### src/glyph_tile_renderer_defines.svh
// Assertion macros for the glyph tile renderer.
`ifndef GLYPH_TILE_RENDERER_DEFINES_SVH
`define GLYPH_TILE_RENDERER_DEFINES_SVH

// Antecedent implies consequent in the same cycle.
`define GLR_ASSERT_IMPL(lbl, ante, cons, msg) \
  lbl: assert property (@(posedge clk) disable iff (!rst_n) (ante) |-> (cons)) else $error(msg);

// Condition never holds.
`define GLR_ASSERT_NEVER(lbl, cond, msg) \
  lbl: assert property (@(posedge clk) disable iff (!rst_n) !(cond)) else $error(msg);

`endif

### src/glr_pkg.sv
// Shared types, constants and arithmetic helpers of the glyph tile renderer.
package glr_pkg;

  localparam int GLR_TILE_W      = 8;
  localparam int GLR_TILE_H      = 8;
  localparam int GLR_GLYPH_COUNT = 256;

  localparam int STORE_AW_MAX = 16;
  localparam int COORD_W      = 13;
  localparam int CFG_IDX_W    = 2;
  localparam int CFG_DATA_W   = 13;
  localparam int QUEUE_DEPTH  = 2;

  localparam logic [CFG_DATA_W-1:0] OUT_WIDTH_RST  = 13'd640;
  localparam logic [CFG_DATA_W-1:0] OUT_HEIGHT_RST = 13'd480;

  localparam logic [CFG_IDX_W-1:0] REG_OUT_WIDTH  = 2'd0;
  localparam logic [CFG_IDX_W-1:0] REG_OUT_HEIGHT = 2'd1;

  localparam logic OP_WRITE = 1'b0;
  localparam logic OP_DRAW  = 1'b1;

  localparam logic [7:0] KEY_HI   = 8'd250;
  localparam logic [7:0] KEY_LO   = 8'd5;
  localparam logic [7:0] ALPHA_FF = 8'd255;

  typedef enum logic {CMD_WRITE, CMD_DRAW} cmd_op_t;

  typedef enum logic {SEQ_IDLE, SEQ_RUN} seq_state_t;

  typedef struct packed {
    cmd_op_t                 op;
    logic                    glyph_ok;
    logic [STORE_AW_MAX-1:0] addr;
    logic [COORD_W-1:0]      x0;
    logic [COORD_W-1:0]      y0;
    logic [23:0]             fg;
    logic [31:0]             bg;
    logic [31:0]             texel;
  } cmd_t;

  typedef struct packed {
    logic [11:0] x;
    logic [11:0] y;
    logic        visible;
    logic        last;
    logic        glyph_ok;
    logic [23:0] fg;
    logic [31:0] bg;
  } pix_t;

  // floor(v / 255) for v up to 255*255
  function automatic logic [7:0] div255(input logic [16:0] v);
    logic [16:0] t;
    t = v + {8'd0, v[16:8]} + 17'd1;
    return t[15:8];
  endfunction

endpackage

### src/glr_queue.sv
// Short command queue between the front end and the pixel sequencer.
module glr_queue import glr_pkg::*; #(
  parameter int DEPTH = QUEUE_DEPTH
) (
  input  logic clk,
  input  logic rst_n,
  input  logic push,
  output logic push_ready,
  input  cmd_t push_cmd,
  output logic pop_valid,
  input  logic pop,
  output cmd_t pop_cmd
);

  localparam int PW = (DEPTH > 1) ? $clog2(DEPTH) : 1;
  localparam int CW = $clog2(DEPTH + 1);

  cmd_t          slot_r [DEPTH];
  logic [PW-1:0] wp_r;
  logic [PW-1:0] rp_r;
  logic [CW-1:0] cnt_r;

  assign push_ready = cnt_r != CW'(DEPTH);
  assign pop_valid  = cnt_r != '0;
  assign pop_cmd    = slot_r[rp_r];

  always_ff @(posedge clk) begin
    if (push) begin
      slot_r[wp_r] <= push_cmd;
    end
  end

  always_ff @(posedge clk) begin
    if (!rst_n) begin
      wp_r  <= '0;
      rp_r  <= '0;
      cnt_r <= '0;
    end else begin
      if (push) begin
        wp_r <= (wp_r == PW'(DEPTH - 1)) ? '0 : wp_r + 1'b1;
      end
      if (pop) begin
        rp_r <= (rp_r == PW'(DEPTH - 1)) ? '0 : rp_r + 1'b1;
      end
      cnt_r <= cnt_r + CW'(push) - CW'(pop);
    end
  end

endmodule

### config.mk
export PLATFORM = sky130hd
export DESIGN_NAME = glr_queue
export DESIGN_NICKNAME = d
export VERILOG_FILES = /design/src/glyph_tile_renderer_defines.svh /design/src/glr_pkg.sv /design/src/glr_queue.sv
export SDC_FILE = /design/constraint.sdc
export NUM_CORES = 1
export LEC_CHECK = 0
export BUFFER_PORTS_ARGS = -buffer_cell sky130_fd_sc_hd__buf_4
export CAP_MARGIN = 15
export CORE_MARGIN = 2
export CORE_UTILIZATION = 45
export CTS_BUF_LIST = sky130_fd_sc_hd__clkbuf_4 sky130_fd_sc_hd__clkbuf_8
export DETAILED_ROUTE_END_ITERATION = 10
export PLACE_DENSITY = 0.68
export SYNTH_ARGS = -nofsm -noshare
export SYNTH_HDL_FRONTEND = slang
export SYNTH_SLANG_ARGS = --single-unit
### constraint.sdc
create_clock -name clk -period 7.8 [get_ports clk]
set_input_delay 0.78 -clock clk [delete_from_list [all_inputs] [get_ports clk]]
set_output_delay 0.78 -clock clk [all_outputs]
set_load 0.03 [all_outputs]
==> qor.yml <==
critical_path:
  critPathMaxFanout: 54
  crit_type: "reg -> out"
  cp.arrival_ps: 2810
  reg2reg_slack_ps: 5340
  r2r-end: "slot_r[1][5]$_DFFE_PP_"
  r2r_cells: 2
  worstSetupStartpointType: "flop"
  cp_data_required_time_ps: 7020
  timing.rr.start: "wp_r$_SDFFE_PN0P_"
  endpoint_kind: "output pin"
clocking:
  clkSinkCount: 269
  numCtsBuffers: 43
  cts_max_level: 2
  clk_latency_ps: 520
  clock_path_buffers: 3
  hold_buffers: 0
  clkTransAtPathRegs_ps: 60
  cts_tree: "yes"
  post_cts_buffers: 0
  cts_resized: 0
  root_buffer: "clkbuf_8"
timing:
  fmax_mhz: 278
  setup_tns_ps: 0
  rsz0062_at_grt: "false"
  report.final.slew_viol_count: 0
  post-route-period-util_pct: 46.1
  fin_crit_ps: 3590
  worst_slew_pin_slew_ps: 1090
  final.setup_skew_ps: 10.7
  setup_viol: 0
  hold_viol: 0
  slew_headroom_pct: 27.5
cells_and_area:
  layout-drive-gt1-share_pct: 62.7
  final_common_cell: "buf_4"
  area_delta_synth_final_pct: 31.3
  final_cell_mix: "274 x buf_4, 264 x edfxtp_1, 80 x mux2_4"
  fin_nets: 874
  nFillCells: 1665
  final_core_util_pct: 60.5
  num_antenna_cells: 0
routing:
  viasPerCell: 4.80
  drt_pass1_iterations: 4
  dr_total_vias: 5045
  drt-initial-drc-count: 217
  drc: 0
  ant_nets: 0
  wirelength_mm: 19.3
  wl_per_cell_um: 18.4
pwr:
  power.internal_mw: 2.59
  p_switching_mw: 0.818
  p_leak_nw: 5.18
  p_clk_share_pct: 34.6
  power_frac_comb_pct: 15.3
  powerDensity_nw_per_um2: 257
  switching_share_pct: 24.0
  irDropWorstVdd_uv: 164
  p_seq_share_pct: 50.1
flow_run:
  maxCapViolCount: 0
status:
  status: "finished clean"
global_route:
  grt_pass1_vias: 5406
  antenna_found_initial: 0
  grt_pass1_wl_mm: 28.8
  grt_use_total_pct: 15.7
  gr-total-overflow: 0
  grt_max_degree: 82
synthesis:
  synth_top_family_by_area: "multiplexers"
  ys.warnings.count: 0
  synth-simple-area-share_pct: 0.534
  syn-instance-count: 432
  synth_xor_area_share_pct: 0.310
  syn_area_um2: 10100
  synth_area_per_cell_um2: 23.3
  yosysSeqAreaShare_pct: 79.6
  synth_seq_cells: 269
  synthAdderAreaFrac_pct: 0.248
  synthMuxAreaShare_pct: 17.7
  synth_cell_types: 16
  syn_nets: 570
  synth_compound_area_share_pct: 0.0745
die:
  rows: 54
  ios: 270
  die_area_um2: 23600
  fp.dieW_um: 154
  dieHeight_um: 154
  start_util_pct: 46.1
  core_area_um2: 21900
hold_path:
  whs_endpoint: "slot_r[1][100]$_DFFE_PP_"
  hp-class: "in -> reg"
  hold-path-cell-count: 1
  min_from: "push_cmd[100]"
place:
  portBuffers: 269
  gp_congestion: 0.748
  hpwl_mm: 12.9
## state kept, by name, summed over array words and instances, names as in the netlist, named ones only
name	cells
slot_r	264
rp_r	1
wp_r	1
cnt_r	2
## cell families (layout without fill, tap and decap cells)
family	Yosys count	count (layout)
and+or+nand+nor	9	9
AOI/OAI and AO/OA	1	1
buffers and inverters	17	355
adders and majority gates	2	2
DFF	269	269
muxes	132	132
xor gates and xnor gates	2	2
## worst max path at each step
stage | from | end | slack (ps)
after global placement | flop | pop_cmd[48] | 4770
after floorplan | push | slot_r[0][0]$_DFFE_PP_ | 630
after global routing | flop | pop_cmd[55] | 4060
after detailed placement | flop | pop_cmd[55] | 4710
final | flop | pop_cmd[55] | 4210
after CTS | flop | pop_cmd[55] | 4140
## synthesized netlist by cell type
| cell type | instances | area (um^2) |
|---|---|---|
| edfxtp_1 | 264 | 7930 |
| mux2_4 | 80 | 1200 |
| mux2_2 | 52 | 586 |
| buf_6 | 9 | 101 |
| buf_2 | 5 | 25.0 |
| dfxtp_1 | 5 | 100 |
| and2_1 | 4 | 25.0 |
| nor2b_1 | 3 | 18.8 |
| ha_1 | 2 | 25.0 |
| inv_1 | 2 | 7.51 |
| buf_8 | 1 | 15.0 |
| nand2_1 | 1 | 3.75 |
| o21a_1 | 1 | 7.51 |
| or2_2 | 1 | 6.26 |
| xnor3_1 | 1 | 22.5 |
| xor2_1 | 1 | 8.76 |
## power by group through the flow
stage	clock, mW	combinational, mW	sequential (mW)
final	1.18	0.521	1.71
after global routing	1.28	0.548	1.71
after CTS	1.22	0.528	1.71
after detailed placement	0	0.526	1.74
after global placement	0	0.518	1.73
after floorplan	0	0.342	1.73
## routing by layer
metal	routed length [um]	share of wire [%]	up-vias	track usage (%)
met3	2170	11	39	6.99
met2	9280	48	243	25.9
met5	0	0	-	0
met1	7420	38	2433	18.3
met4	467	2.4	0	5.59
li1	-	-	2330	-
## through the flow
stage                     setup slack, ps  instances  total power, mW  instance area (um^2)  hold slack [ps]
after floorplan                       629        432             2.07                 10100              555
after global placement               4770        971             2.25                 12400              558
after detailed placement             4710        971             2.26                 12400              567
after CTS                            4140       1050             3.45                 13200              401
after global routing                 4060       1050             3.54                 13200              398
final                                4210       1050             3.41                 13200              440
## critical path: stages, from the launching register on
cell     delay (ps)
dfxtp_4         920
buf_4           770
mux2_4          370
buf_4           180
## layout make-up
type                            count  area [um^2]  area share (%)
Clock buffer                       64          781            5.90
Clock inverter                     15         96.3           0.728
Inverter                            2         7.51          0.0567
Multi-Input combinational cell    146         1910            14.5
Sequential cell                   269         8030            60.7
Tap cell                          280          350            2.65
Timing Repair Buffer              274         2060            15.5
No activity file was read; power rests on OpenSTA's default activity.
