File: src/glyph_tile_renderer_defines.svh
// Assertion macros for the glyph tile renderer.
`ifndef GLYPH_TILE_RENDERER_DEFINES_SVH
`define GLYPH_TILE_RENDERER_DEFINES_SVH

// Antecedent implies consequent in the same cycle.
`define GLR_ASSERT_IMPL(lbl, ante, cons, msg) \
  lbl: assert property (@(posedge clk) disable iff (!rst_n) (ante) |-> (cons)) else $error(msg);

// Condition never holds.
`define GLR_ASSERT_NEVER(lbl, cond, msg) \
  lbl: assert property (@(posedge clk) disable iff (!rst_n) !(cond)) else $error(msg);

`endif

File: src/glr_pkg.sv
// Shared types, constants and arithmetic helpers of the glyph tile renderer.
package glr_pkg;

  localparam int GLR_TILE_W      = 8;
  localparam int GLR_TILE_H      = 8;
  localparam int GLR_GLYPH_COUNT = 256;

  localparam int STORE_AW_MAX = 16;
  localparam int COORD_W      = 13;
  localparam int CFG_IDX_W    = 2;
  localparam int CFG_DATA_W   = 13;
  localparam int QUEUE_DEPTH  = 2;

  localparam logic [CFG_DATA_W-1:0] OUT_WIDTH_RST  = 13'd640;
  localparam logic [CFG_DATA_W-1:0] OUT_HEIGHT_RST = 13'd480;

  localparam logic [CFG_IDX_W-1:0] REG_OUT_WIDTH  = 2'd0;
  localparam logic [CFG_IDX_W-1:0] REG_OUT_HEIGHT = 2'd1;

  localparam logic OP_WRITE = 1'b0;
  localparam logic OP_DRAW  = 1'b1;

  localparam logic [7:0] KEY_HI   = 8'd250;
  localparam logic [7:0] KEY_LO   = 8'd5;
  localparam logic [7:0] ALPHA_FF = 8'd255;

  typedef enum logic {CMD_WRITE, CMD_DRAW} cmd_op_t;

  typedef enum logic {SEQ_IDLE, SEQ_RUN} seq_state_t;

  typedef struct packed {
    cmd_op_t                 op;
    logic                    glyph_ok;
    logic [STORE_AW_MAX-1:0] addr;
    logic [COORD_W-1:0]      x0;
    logic [COORD_W-1:0]      y0;
    logic [23:0]             fg;
    logic [31:0]             bg;
    logic [31:0]             texel;
  } cmd_t;

  typedef struct packed {
    logic [11:0] x;
    logic [11:0] y;
    logic        visible;
    logic        last;
    logic        glyph_ok;
    logic [23:0] fg;
    logic [31:0] bg;
  } pix_t;

  // floor(v / 255) for v up to 255*255
  function automatic logic [7:0] div255(input logic [16:0] v);
    logic [16:0] t;
    t = v + {8'd0, v[16:8]} + 17'd1;
    return t[15:8];
  endfunction

endpackage

File: src/glr_shade.sv
// Colour pipeline: colour key, foreground modulation, alpha blend, output register.
module glr_shade import glr_pkg::*; (
  input  logic        clk,
  input  logic        rst_n,
  input  logic        pix_valid,
  input  pix_t        pix,
  input  logic [31:0] texel,
  output logic        adv,
  output logic        out_valid,
  input  logic        out_ready,
  output logic [11:0] out_pixel_x,
  output logic [11:0] out_pixel_y,
  output logic        out_in_bounds,
  output logic [31:0] out_color_rgba,
  output logic        out_last
);

  logic [31:0] tex;
  logic        key;

  logic        v2_r;
  pix_t        p2_r;
  logic        key2_r;
  logic [7:0]  a2_r;
  logic [15:0] prod_r [3];

  logic        v3_r;
  pix_t        p3_r;
  logic        key3_r;
  logic [7:0]  a3_r;
  logic [7:0]  m_r  [3];
  logic [15:0] ta_r [3];
  logic [15:0] tb_r [3];

  logic [7:0]  m_nxt [3];
  logic [7:0]  ia;
  logic [31:0] color_nxt;
  logic [7:0]  blend [3];

  logic        out_valid_r;
  logic [11:0] x_r;
  logic [11:0] y_r;
  logic        inb_r;
  logic [31:0] color_r;
  logic        last_r;

  assign adv = !out_valid_r || out_ready;
  assign tex = pix.glyph_ok ? texel : 32'd0;
  assign key = (tex[31:24] > KEY_HI) && (tex[23:16] < KEY_LO) && (tex[15:8] > KEY_HI);
  assign ia  = ALPHA_FF - a2_r;

  always_comb begin
    for (int i = 0; i < 3; i++) begin
      m_nxt[i] = div255({1'b0, prod_r[i]});
      blend[i] = div255(17'(ta_r[i]) + 17'(tb_r[i]));
    end
    if (!p3_r.visible) begin
      color_nxt = 32'd0;
    end else if (key3_r || a3_r == 8'd0) begin
      color_nxt = p3_r.bg;
    end else if (a3_r == ALPHA_FF) begin
      color_nxt = {m_r[0], m_r[1], m_r[2], ALPHA_FF};
    end else begin
      color_nxt = {blend[0], blend[1], blend[2], ALPHA_FF};
    end
  end

  always_ff @(posedge clk) begin
    if (!rst_n) begin
      v2_r        <= 1'b0;
      v3_r        <= 1'b0;
      out_valid_r <= 1'b0;
    end else if (adv) begin
      v2_r        <= pix_valid;
      v3_r        <= v2_r;
      out_valid_r <= v3_r;
    end
  end

  always_ff @(posedge clk) begin
    if (adv) begin
      p2_r   <= pix;
      key2_r <= key;
      a2_r   <= tex[7:0];
      for (int i = 0; i < 3; i++) begin
        prod_r[i] <= tex[31-8*i -: 8] * pix.fg[23-8*i -: 8];
      end
      p3_r   <= p2_r;
      key3_r <= key2_r;
      a3_r   <= a2_r;
      for (int i = 0; i < 3; i++) begin
        m_r[i]  <= m_nxt[i];
        ta_r[i] <= m_nxt[i] * a2_r;
        tb_r[i] <= p2_r.bg[31-8*i -: 8] * ia;
      end
      x_r     <= p3_r.x;
      y_r     <= p3_r.y;
      inb_r   <= p3_r.visible;
      color_r <= color_nxt;
      last_r  <= p3_r.last;
    end
  end

  assign out_valid      = out_valid_r;
  assign out_pixel_x    = x_r;
  assign out_pixel_y    = y_r;
  assign out_in_bounds  = inb_r;
  assign out_color_rgba = color_r;
  assign out_last       = last_r;

endmodule

File: config.mk
export PLATFORM = sky130hd
export DESIGN_NAME = glr_shade
export DESIGN_NICKNAME = d
export VERILOG_FILES = /design/src/glyph_tile_renderer_defines.svh /design/src/glr_pkg.sv /design/src/glr_shade.sv
export SDC_FILE = /design/constraint.sdc
export NUM_CORES = 2
export LEC_CHECK = 0
export BUFFER_PORTS_ARGS = -buffer_cell sky130_fd_sc_hd__buf_2
export CORE_ASPECT_RATIO = 0.7
export CORE_MARGIN = 2
export CORE_UTILIZATION = 40
export CTS_CLUSTER_SIZE = 10
export DETAILED_ROUTE_END_ITERATION = 12
export PLACE_DENSITY = 0.64
export SETUP_SLACK_MARGIN = 0.05
export SLEW_MARGIN = 20
export SYNTH_ARGS = -nofsm -noshare
export SYNTH_HDL_FRONTEND = slang
export SYNTH_SLANG_ARGS = --single-unit
File: constraint.sdc
create_clock -name clk -period 25.8 [get_ports clk]
set_input_delay 2.58 -clock clk [delete_from_list [all_inputs] [get_ports clk]]
set_output_delay 2.58 -clock clk [all_outputs]
set_load 0.005 [all_outputs]
==> results.json <==
{
  "finalHoldViolations": 0,
  "tns_ns": 0,
  "antenna_left": 0,
  "holdBufCountCts": 0,
  "cp.required_ns": 26.13,
  "initial_core_util_pct": 40.6,
  "cp.arrival_ns": 7.98,
  "ys_seq_elements": 363,
  "cpMaxStageDelayCell": "buf_4",
  "synthSimpleGateAreaFrac_pct": 15.8,
  "cts_setup_buffers": 0,
  "viasPerCell": 5.09,
  "worstSetupPathType": "primary input to register",
  "finalPower_mw": 4.04,
  "syn_avg_cell_area_sq_um": 10.7,
  "cts_resized": 0,
  "synth.distinct_cells": 76,
  "vdd_drop_max_uv": 94.5,
  "rsz0062_at_grt": "no",
  "dp_hpwl_um": 55700,
  "max_slew.worst_pin.slew_ns": 1.07,
  "synthAdderAreaFrac_pct": 34.2,
  "fin_crit_sh_pct": 29.7,
  "cts_tree": "built",
  "worstHoldStart": "p2_r[61]",
  "synth_xor_xnor_area_share_pct": 4.47,
  "cap_violations": 0,
  "max_slew_margin_pct": 27.1,
  "gp_routability_congestion": 0.874,
  "dp.cells": 4466,
  "numCtsBuffers": 46,
  "clock-sinks": 363,
  "syn-num-nets": 4079,
  "stdcell_count": 4540,
  "num_vias": 23108,
  "start_kind": "primary input",
  "drive_gt1_share_pct": 8.40,
  "period_needed_ns": 7.65,
  "port_buffers": 178,
  "ys.flop_type": "edfxtp_1",
  "holdPathEnd": "p3_r[61]",
  "synth_edf_count": 360,
  "hold_path.class": "register to register",
  "crit_top_cell": "fa_1",
  "cts-root-buf": "clkbuf_16",
  "r2r_cells": 25,
  "synthesis.area_sq_mm": 0.0344,
  "slew_viol_final": 0,
  "synth_top_family_by_area": "adder cells",
  "whs_ns": 0.404,
  "seq_area_frac_synth_pct": 31.6,
  "synth_compound_area_share_pct": 7.53,
  "fp.dieH_um": 249,
  "finalNetCount": 4240,
  "grt_max_degree": 141,
  "wl_um": 76000,
  "fp-row-count": 89,
  "clock-skew-final_ns": 0.0174,
  "rrSetupSlack_ns": 18.70,
  "yosysWarnings": 0,
  "powerDensity_mw_per_mm2": 107,
  "clkLatencyLatePin_ns": 0.59,
  "dieArea_sq_mm": 0.0884,
  "grt_usage_pct": 17.7,
  "globalRoute.totalOverflow": 0,
  "fin_area_sq_mm": 0.0379,
  "async_reset_ff_share_pct": 0,
  "coreArea_sq_mm": 0.0847,
  "htree_levels": 2,
  "netlist_instances": 3216,
  "reg2reg_to": "ta_r[0][15]",
  "endpoint_kind": "register",
  "grt_first_pass_wirelength_um": 126000,
  "status": "finished, final reports clean",
  "dpl_cell_area_sq_mm": 0.0366,
  "drt-initial-drc-count": 1512,
  "p_leak_nw": 18.2,
  "die_w_um": 354,
  "wire_per_inst_um": 16.7,
  "fmax_mhz": 131,
  "syn_to_final_growth_pct": 10.2,
  "r2r_start": "prod_r[0][9]",
  "path_clk_slew_ns": 0.05,
  "drc_errors": 0,
  "crit_chain": "buf_4, buf_4, and2_1, nand2_1, fa_1, fa_1, inv_1, fa_1, inv_1, fa_1, inv_1, ha_1, a21boi_0, o21ai_0, nand2b_1, a21o_1, a41o_1, o41a_1, xnor2_1",
  "path_max_fanout": 103,
  "pin_count": 179,
  "critPathMaxStageDelay_ns": 0.68,
  "num_antenna_cells": 0,
  "setup_viol": 0,
  "grt_pass1_vias": 23707,
  "synth_mux_area_share_pct": 0.233,
  "first_pass_iters": 6,
  "min_path_cells": 0,
  "antenna_found_initial": 2,
  "clk_path_buf_depth": 3
}
==> through the flow <==
step                      setup slack (ns)  util [%]
final                                18.15      44.7
after global routing                 17.78      44.7
after CTS                            18.20      44.7
after detailed placement             17.57      43.2
after global placement               17.66      43.2
after floorplan                      11.93         -
==> worst max-delay path, delay by kind of cell <==
family | cells | cell delay, ns
AOI/OAI and AO/OA | 5 | 1.11
adders and majority gates | 5 | 2.28
xor gates and xnor gates | 1 | 0.13
buffers and inverters | 5 | 1.19
and+or+nand+nor | 3 | 0.63
==> final cells by class <==
| type | count | area [sq um] |
|---|---|---|
| Clock buffer | 62 | 1230 |
| Timing Repair Buffer | 196 | 1050 |
| Fill cell | 7976 | 46800 |
| Sequential cell | 363 | 10900 |
| Multi-Input combinational cell | 2288 | 21400 |
| Tap cell | 1137 | 1420 |
| Clock inverter | 12 | 110 |
| Inverter | 482 | 1810 |
==> power breakdown <==
part / leakage [nW] / switching [mW] / internal, mW / total (mW)
combinational: 13.6 / 1.41 / 1.06 / 2.47
sequential: 3.95 / 0.0825 / 0.887 / 0.969
clock: 0.649 / 0.253 / 0.350 / 0.603
total: 18.2 / 1.75 / 2.29 / 4.04
==> worst max-delay path by stage <==
stage	from	end	slack, ns	depth (start not counted)
2_1_floorplan	out_ready	adv	11.93	1
3_3_place_gp	pix[56]	prod_r[0][47]	17.66	19
3_5_place_dp	pix[56]	prod_r[0][47]	17.57	19
4_1_cts	pix[56]	prod_r[0][47]	18.20	19
5_1_grt	pix[56]	prod_r[0][47]	17.78	19
6_report	pix[56]	prod_r[0][47]	18.15	19
==> Yosys cell counts (all sizes together) (3+ instances only) <==
library cell / n / area, sq um
a2111oi: 5 / 68.8
a211o: 6 / 52.6
a211oi: 16 / 145
a21boi: 10 / 75.1
a21o: 37 / 279
a21oi: 97 / 493
a311oi: 4 / 47.6
a31oi: 9 / 56.3
a41o: 8 / 80.1
and2: 84 / 528
and3: 112 / 701
and4: 3 / 26.3
buf: 7 / 36.3
clkbuf: 76 / 285
dfxtp: 3 / 60.1
edfxtp: 360 / 10800
fa: 327 / 6550
ha: 417 / 5220
inv: 482 / 1810
mux2i: 8 / 80.1
nand2: 157 / 589
nand2b: 107 / 669
nand3: 91 / 455
nand4: 16 / 113
nand4b: 3 / 26.3
nor2: 112 / 420
nor2b: 233 / 1460
nor3: 37 / 196
nor3b: 4 / 46.3
nor4: 6 / 52.6
o2111ai: 8 / 70.1
o211ai: 11 / 82.6
o21a: 39 / 294
o21ai: 85 / 425
o21bai: 12 / 93.8
o221ai: 3 / 32.5
o31a: 4 / 35.0
o41a: 12 / 135
or2: 7 / 43.8
or3: 4 / 25.0
xnor2: 128 / 1140
xor2: 46 / 403
==> layout by cell type, fill, tap and decap left out, types with 15 or more instances in the layout <==
cell and count:
nand2b_1 106, nor2_1 111, o21ai_0 74, xor2_1 46
buf_4 17, fa_1 327, xnor2_1 126, ha_1 417
o21a_1 38, nand2_1 157, clkbuf_1 15, nor3_1 36
inv_1 482, buf_2 177, nor2b_1 233, and3_1 112
a21o_1 36, edfxtp_1 360, clkbuf_16 47, and2_1 83
nand3_1 91, a21oi_1 94
==> state kept, by name (all words and copies together), names as in the netlist, 8 cells and up <==
register and cells:
out_color_rgba 32, a2_r 8, prod_r 48, ta_r 48, out_pixel_x 12, tb_r 48, p3_r 58, p2_r 58
a3_r 8, m_r 24, out_pixel_y 12
==> cell families (layout without fill, tap and decap cells) <==
group | Yosys count | in the layout
and+or+nand+nor | 983 | 983
adders and majority gates | 744 | 744
buffers and inverters | 565 | 752
AOI/OAI and AO/OA | 379 | 379
DFF | 363 | 363
xor gates and xnor gates | 174 | 174
muxes | 8 | 8
==> routing by layer <==
layer  vias up  GRT usage [%]  share of wire, %
li1      11132              -                 -
met1     11352           26.0                49
met2       525           26.8                43
met3        93           3.33               6.0
met4         6           3.86               1.9
met5         -           1.03              0.20
(Power assumes the default switching activity.)
